### config.mk
export PLATFORM = sky130hd
export DESIGN_NAME = keyed_compacting_table_unit
export DESIGN_NICKNAME = d
export VERILOG_FILES = /design/src/hw/rtl/kct_pkg.sv /design/src/hw/rtl/kct_ctrl.sv /design/src/hw/rtl/kct_datapath.sv /design/src/hw/rtl/keyed_compacting_table_unit.sv
export SDC_FILE = /design/constraint.sdc
export NUM_CORES = 1
export LEC_CHECK = 0
export BUFFER_PORTS_ARGS = -buffer_cell sky130_fd_sc_hd__buf_4
export CORE_MARGIN = 2
export CORE_UTILIZATION = 43
export DETAILED_ROUTE_END_ITERATION = 10
export PLACE_DENSITY_LB_ADDON = 0.05
export SLEW_MARGIN = 20
export SYNTH_ARGS = -nofsm -noshare
export SYNTH_HDL_FRONTEND = slang
export SYNTH_HIERARCHICAL = 1
export SYNTH_SLANG_ARGS = --single-unit
export TNS_END_PERCENT = 10
### constraint.sdc
create_clock -name clk -period 4.96 [get_ports clk]
set_clock_uncertainty 0.15 [all_clocks]
set_input_delay 0.248 -clock clk [delete_from_list [all_inputs] [get_ports clk]]
set_output_delay 0.248 -clock clk [all_outputs]
set_load 0.02 [all_outputs]
### src/hw/rtl/kct_pkg.sv
`default_nettype none

package kct_pkg;

  // Field widths of the command and result ports.
  localparam int CMD_W    = 2;
  localparam int KEY_W    = 31;
  localparam int HANDLE_W = 16;
  localparam int STATUS_W = 2;
  localparam int POS_W    = 4;
  localparam int COUNT_W  = 5;

  // Default table size.
  localparam int CAPACITY_DEF = 16;

  // Command codes.
  localparam logic [CMD_W-1:0] CMD_INSERT = 2'd0;
  localparam logic [CMD_W-1:0] CMD_LOOKUP = 2'd1;
  localparam logic [CMD_W-1:0] CMD_REMOVE = 2'd2;

  // Result status codes.
  localparam logic [STATUS_W-1:0] STAT_OK   = 2'd0;
  localparam logic [STATUS_W-1:0] STAT_FULL = 2'd1;
  localparam logic [STATUS_W-1:0] STAT_DUP  = 2'd2;
  localparam logic [STATUS_W-1:0] STAT_MISS = 2'd3;

  // Commands from the controller to the datapath.
  typedef struct packed {
    logic load;   // capture the item and compare its key against every entry
    logic exec;   // resolve the command, update the table and the result
  } kct_ctl_t;

endpackage

`default_nettype wire

### src/hw/rtl/kct_ctrl.sv
`default_nettype none

module kct_ctrl (
  input  wire logic             clk,
  input  wire logic             rst,
  input  wire logic             start,
  output logic                  busy,
  output logic                  done,
  output kct_pkg::kct_ctl_t     ctl
);
  import kct_pkg::*;

  localparam logic S_IDLE = 1'b0;
  localparam logic S_EXEC = 1'b1;

  logic state;
  logic state_next;

  // Next state: an accepted item passes through the execute step and returns to idle.
  always_comb begin
    state_next = state;
    case (state)
      S_IDLE: begin
        if (start) state_next = S_EXEC;
      end
      S_EXEC: begin
        state_next = S_IDLE;
      end
      default: begin
        state_next = S_IDLE;
      end
    endcase
  end

  always_ff @(posedge clk) begin
    if (rst) begin
      state <= S_IDLE;
      done  <= 1'b0;
    end else begin
      state <= state_next;
      done  <= (state == S_EXEC);
    end
  end

  // Handshake and datapath commands.
  assign busy     = (state != S_IDLE);
  assign ctl.load = start && (state == S_IDLE);
  assign ctl.exec = (state == S_EXEC);

  a_load_then_exec: assert property (@(posedge clk) disable iff (rst)
    ctl.load |=> ctl.exec)
    else $error("accepted item did not move to the execute step");

  a_exec_then_done: assert property (@(posedge clk) disable iff (rst)
    ctl.exec |=> (done && !busy))
    else $error("execute step did not end in a result strobe");

  a_done_after_exec: assert property (@(posedge clk) disable iff (rst)
    done |-> $past(ctl.exec))
    else $error("result strobe without an execute step");

endmodule

`default_nettype wire

### src/hw/rtl/kct_datapath.sv
`default_nettype none

module kct_datapath #(
  parameter int CAPACITY = kct_pkg::CAPACITY_DEF
) (
  input  wire logic                          clk,
  input  wire logic                          rst,
  input  wire kct_pkg::kct_ctl_t             ctl,
  input  wire logic [kct_pkg::CMD_W-1:0]     command,
  input  wire logic [kct_pkg::KEY_W-1:0]     entry_key,
  input  wire logic [kct_pkg::HANDLE_W-1:0]  entry_handle,
  output logic      [kct_pkg::STATUS_W-1:0]  status,
  output logic      [kct_pkg::POS_W-1:0]     found_position,
  output logic      [kct_pkg::HANDLE_W-1:0]  handle_out,
  output logic      [kct_pkg::COUNT_W-1:0]   entry_count
);
  import kct_pkg::*;

  localparam int IDX_W   = (CAPACITY > 1) ? $clog2(CAPACITY) : 1;
  localparam int CNT_W   = $clog2(CAPACITY + 1);
  localparam int POS_X_W = (IDX_W > POS_W) ? IDX_W : POS_W;
  localparam int CNT_X_W = (CNT_W > COUNT_W) ? CNT_W : COUNT_W;
  localparam logic [CNT_W-1:0] FULL_COUNT = CNT_W'(CAPACITY);

  // Table cells and occupancy.
  logic [KEY_W-1:0]    keys    [CAPACITY];
  logic [HANDLE_W-1:0] handles [CAPACITY];
  logic [CNT_W-1:0]    held_count;
  logic [CNT_W-1:0]    count_next;

  // Captured item and match vector.
  logic [CMD_W-1:0]    cmd_q;
  logic [KEY_W-1:0]    key_q;
  logic [HANDLE_W-1:0] handle_q;
  logic [CAPACITY-1:0] match_now;
  logic [CAPACITY-1:0] match_q;

  // Resolution of the command.
  logic [CAPACITY-1:0] seen;
  logic                hit;
  logic                full;
  logic [IDX_W-1:0]    first_idx;
  logic [IDX_W-1:0]    ins_idx;
  logic [HANDLE_W-1:0] sel_handle;
  logic                do_insert;
  logic                do_remove;
  logic [STATUS_W-1:0] status_next;
  logic [IDX_W-1:0]    pos_next;
  logic [HANDLE_W-1:0] hout_next;
  logic [POS_X_W-1:0]  pos_ext;
  logic [CNT_X_W-1:0]  cnt_ext;

  // Every occupied cell compares its key with the incoming key.
  always_comb begin
    for (int i = 0; i < CAPACITY; i++) begin
      match_now[i] = (CNT_W'(i) < held_count) && (keys[i] == entry_key);
    end
  end

  always_ff @(posedge clk) begin
    if (ctl.load) begin
      cmd_q    <= command;
      key_q    <= entry_key;
      handle_q <= entry_handle;
    end
  end

  always_ff @(posedge clk) begin
    if (rst) begin
      match_q <= '0;
    end else if (ctl.load) begin
      match_q <= match_now;
    end
  end

  // First matching position, and the cells at or above it for compaction.
  always_comb begin
    first_idx = '0;
    for (int i = CAPACITY - 1; i >= 0; i--) begin
      if (match_q[i]) first_idx = IDX_W'(i);
    end
    seen[0] = match_q[0];
    for (int i = 1; i < CAPACITY; i++) begin
      seen[i] = seen[i-1] | match_q[i];
    end
  end

  assign hit        = |match_q;
  assign full       = (held_count == FULL_COUNT);
  assign ins_idx    = held_count[IDX_W-1:0];
  assign sel_handle = handles[first_idx];

  // Decide the outcome of the command.
  always_comb begin
    status_next = STAT_OK;
    pos_next    = '0;
    hout_next   = '0;
    do_insert   = 1'b0;
    do_remove   = 1'b0;
    count_next  = held_count;
    case (cmd_q)
      CMD_INSERT: begin
        if (full) begin
          status_next = STAT_FULL;
        end else if (hit) begin
          status_next = STAT_DUP;
        end else begin
          do_insert  = 1'b1;
          pos_next   = ins_idx;
          count_next = held_count + 1'b1;
        end
      end
      CMD_LOOKUP: begin
        if (hit) begin
          pos_next  = first_idx;
          hout_next = sel_handle;
        end else begin
          status_next = STAT_MISS;
        end
      end
      CMD_REMOVE: begin
        if (hit) begin
          do_remove  = 1'b1;
          pos_next   = first_idx;
          hout_next  = sel_handle;
          count_next = held_count - 1'b1;
        end else begin
          status_next = STAT_MISS;
        end
      end
      default: begin
        status_next = STAT_OK;
      end
    endcase
  end

  // Each cell loads the new entry; every cell but the top one takes its upper neighbor on removal.
  for (genvar g = 0; g < CAPACITY; g++) begin : g_cell
    if (g < CAPACITY - 1) begin : g_shift
      always_ff @(posedge clk) begin
        if (ctl.exec) begin
          if (do_insert && (ins_idx == IDX_W'(g))) begin
            keys[g]    <= key_q;
            handles[g] <= handle_q;
          end else if (do_remove && seen[g]) begin
            keys[g]    <= keys[g+1];
            handles[g] <= handles[g+1];
          end
        end
      end
    end else begin : g_top
      always_ff @(posedge clk) begin
        if (ctl.exec && do_insert && (ins_idx == IDX_W'(g))) begin
          keys[g]    <= key_q;
          handles[g] <= handle_q;
        end
      end
    end
  end

  // Occupancy count.
  always_ff @(posedge clk) begin
    if (rst) begin
      held_count <= '0;
    end else if (ctl.exec) begin
      held_count <= count_next;
    end
  end

  // Result registers, shown with the strobe in the following cycle.
  assign pos_ext = POS_X_W'(pos_next);
  assign cnt_ext = CNT_X_W'(count_next);

  always_ff @(posedge clk) begin
    if (ctl.exec) begin
      status         <= status_next;
      found_position <= pos_ext[POS_W-1:0];
      handle_out     <= hout_next;
      entry_count    <= cnt_ext[COUNT_W-1:0];
    end
  end

  a_count_bound: assert property (@(posedge clk) disable iff (rst)
    held_count <= FULL_COUNT)
    else $error("entry count above capacity");

  a_unique_match: assert property (@(posedge clk) disable iff (rst)
    $onehot0(match_q))
    else $error("key held in more than one occupied cell");

  a_remove_count: assert property (@(posedge clk) disable iff (rst)
    (ctl.exec && (cmd_q == CMD_REMOVE) && hit) |=>
      (held_count == $past(held_count) - 1'b1))
    else $error("removal did not drop the count by one");

  a_refused_keeps_count: assert property (@(posedge clk) disable iff (rst)
    (ctl.exec && (status_next != STAT_OK)) |=> $stable(held_count))
    else $error("refused command changed the count");

endmodule

`default_nettype wire

### src/hw/rtl/keyed_compacting_table_unit.sv
`default_nettype none

// A command accepted with start has its key compared across all cells and is captured;
// the execute step (select, shift, count update) follows, and its result, marked by
// done, is registered as the execute step ends. busy is high in the execute step, so
// the unit takes no new command until the last one has been resolved.
// Reset (rst, synchronous) empties the table; the receiver cannot stall results.
module keyed_compacting_table_unit #(
  parameter int CAPACITY = kct_pkg::CAPACITY_DEF
) (
  input  wire logic                          clk,
  input  wire logic                          rst,
  input  wire logic                          start,
  output logic                               busy,
  input  wire logic [kct_pkg::CMD_W-1:0]     command,
  input  wire logic [kct_pkg::KEY_W-1:0]     entry_key,
  input  wire logic [kct_pkg::HANDLE_W-1:0]  entry_handle,
  output logic                               done,
  output logic      [kct_pkg::STATUS_W-1:0]  status,
  output logic      [kct_pkg::POS_W-1:0]     found_position,
  output logic      [kct_pkg::HANDLE_W-1:0]  handle_out,
  output logic      [kct_pkg::COUNT_W-1:0]   entry_count
);
  import kct_pkg::*;

  kct_ctl_t ctl;

  // Sequencer for the compare and execute steps.
  kct_ctrl u_ctrl (
    .clk   (clk),
    .rst   (rst),
    .start (start),
    .busy  (busy),
    .done  (done),
    .ctl   (ctl)
  );

  // Table cells, compare and result logic.
  kct_datapath #(
    .CAPACITY (CAPACITY)
  ) u_datapath (
    .clk            (clk),
    .rst            (rst),
    .ctl            (ctl),
    .command        (command),
    .entry_key      (entry_key),
    .entry_handle   (entry_handle),
    .status         (status),
    .found_position (found_position),
    .handle_out     (handle_out),
    .entry_count    (entry_count)
  );

endmodule

`default_nettype wire
==> run summary <==
Status - finished clean
Iter 0 DRT Violations - 2,568
Site row count - 116
Clk Latency, worst-skew pair - 0.68 ns
Post-CTS Setup Bufs - 0
Crit path max fanout - 31
Die Ht - 320.6 um
Gr usage total - 27.47%
First-pass GRT wire length - 203.5 mm
Final nets - 3,131
Drt pass-1 iters - 5
Yosys warning count - 6
FMAX - 251.2 MHz
Number of enable flip-flop cells after synthesis - 828
Slew @ Worst Pin - 1.195 ns
Placeable core area - 99,710 um^2
Synth cell types - 61
Largest net degree at the start of global routing - 77
Final period util - 80.27%
Leakage - 15.85 nW
Initial antenna violation count - 3
Pwr dens - 330.3 nW/um^2
Drt via density - 5.975
Internal reg-to-reg setup slack - 0.98 ns
Max incr delay on CP - 0.68 ns
Number of remaining DRC errors - 0
Number of buffers created by CTS - 99
Post-synth top flop - edfxtp_1
Setup repair after global routing missed its margin - no
Most numerous cell in the Yosys netlist - edfxtp_1
Worst IR drop on VDD - 0.2229 mV
Worst Hold Class - primary input to flop
Synth Instances - 3,025
Initial Util - 43.24%
ANT nets after route - 0
Syn_nets - 3,086
Root Buffer - clkbuf_16
Count of final hold-check violations - 0
Die Wd - 320.6 um
Cells after DPL - 4,215
Startpoint types - flop
Async set or reset register ratio after synthesis - 0%
Final Wtd Congestion - 0.8729
Clock sink total - 851
DR vias - 26,580
Num ports - 81
Clock Tree Buf Depth - 3
Final setup viols - 0
List of most frequent post-synthesis cells - 828 x edfxtp_1, 695 x mux2_2, 254 x xnor2_1
Layout cells sized above 1 - 32.39%
Vias in the first global route - 27,440
DRT Wirelength - 142.1 mm
Arr. time, crit path - 4.14 ns
Layout Cells excl Fill - 4,449
CP required - 5.12 ns
Fin. max-slew vios - 0
CTS tree - done
FF+latch count, synth - 851
Cell taking the most area after synthesis - edfxtp_1
Minimum clock period - 3.981 ns
Synth top area cells - edfxtp_1 58%, mux2_2 18%, xnor2_1 5.2%
WL/cell - 31.93 um
Critical path type - flop to flop
Syn-to-layout area delta - 12.86%
Crit. End Element - flop
Cell breakdown of the critical path - nor4_4 -> nand4_4 -> nor2_1 -> nand2_1 -> nor3b_1 -> a21o_2 -> buf_4
Mean Syn Cell Area - 14.25 um^2
Die area - 102,800 um^2
HPWL after DPL - 96.08 mm
Port Buffers - 80
Clk pin slew, worst setup/hold paths - 0.06 ns
Grt ovf - 0
# hold bufs at CTS - 52
TNS Setup - 0 ns
CP max stage cell - nor4_4
Cell Area, Synth - 43,110 um^2
Finished Core Util - 48.80%
Yosys top cell area share - 57.67%
Max Cap Violations - 0
Final hold slack - 0.1511 ns
Slew margin rel. - 20.30%
Post-CTS sizing - 0
Sequential share of the synthesized area - 58.74%
H-tree lvl count - 3
==> layout make-up <==
class	instances	area, um^2
clock inverter	43	364.1
fill	8667	51050
inverter	18	67.56
antenna	2	5.005
timing repair buffer	195	1682
tap	1298	1624
multi-input combinational	1905	16880
sequential	851	25330
clock buffer	137	2713
==> sequential cells by signal, indices dropped and copies added (netlist names), 5 cells and up <==
name and flops:
u_datapath/held_count 5, u_datapath/keys 496, u_datapath/key_q 31, u_datapath/match_q 16
u_datapath/handle_out 16, u_datapath/entry_count 5, u_datapath/handles 256, u_datapath/handle_q 16
==> per-layer routing <==
metal | vias to the layer above | track usage [%] | part of all wire [%]
met5 | - | 0 | 0
met4 | 0 | 7.334 | 2.6
met3 | 177 | 4.332 | 5.2
met2 | 842 | 46.28 | 49
met1 | 13980 | 36.86 | 43
li1 | 11580 | - | -
==> power breakdown <==
| group | internal, mW | switching (mW) | leakage (nW) |
|---|---|---|---|
| registers | 7.94 | 0.159 | 7.68 |
| logic | 0.419 | 0.487 | 6.67 |
| clock network | 4.07 | 3.00 | 1.50 |
| total | 12.4 | 3.65 | 15.8 |
==> placed cells by master, fill, tap and decap left out, types with 14 or more instances in the layout <==
cell type	n
and3_1	67
inv_1	17
or4_1	16
a311oi_1	49
a21oi_1	26
nand4_1	82
nor3_1	18
nand2b_1	14
a211oi_1	86
nor2_1	29
nand2_1	125
mux2i_1	17
mux2_2	695
nor4_1	72
clkbuf_1	31
dlygate4sd3_1	52
clkinv_1	15
xor2_1	237
xnor2_1	254
clkbuf_16	101
clkinv_2	15
dfxtp_1	22
edfxtp_1	828
buf_4	136
==> critical path, delay by kind of cell (launching register included) <==
kind                   cells  cell delay [ns]
AO/OA/AOI/OAI              1             0.50
AND/OR/NAND/NOR            5             2.09
buffers and inverters      1             0.48
flip-flops                 1             0.37
==> kinds of logic (layout without fill, tap and decap cells) <==
family,Yosys count,after routing,share of synthesized area (%)
buffers and inverters,269,393,2.609
xor gates and xnor gates,491,491,9.974
muxes,720,720,18.76
DFF,851,851,58.74
adders and majority gates,9,9,0.2612
other,0,2,0
and+or+nand+nor,464,464,5.877
AOI/OAI and AO/OA,221,221,3.784
==> final timing paths <==
| check | from | to | cells after the start |
|---|---|---|---|
| worst max register to register | u_datapath/match_q[4] | u_datapath/keys[0][213] | 7 |
| worst max-delay path | u_datapath/match_q[4] | u_datapath/keys[0][213] | 7 |
| worst min register to register | u_datapath/match_q[13] | u_datapath/match_q[13] | 2 |
| worst min-delay path | entry_handle[10] | u_datapath/handle_q[10] | 2 |
==> stage by stage <==
| stage | setup WS (ns) | total power, mW | instance area (um^2) |
|---|---|---|---|
| after floorplan | 0.5507 | 8.719 | 43110 |
| after global placement | 1.147 | 9.110 | 45050 |
| after detailed placement | 1.035 | 9.114 | 45050 |
| after CTS | 1.021 | 16.20 | 48650 |
| after global routing | 0.7260 | 16.52 | 48650 |
| final | 0.9788 | 16.07 | 48660 |
(Power assumes the default switching activity.)
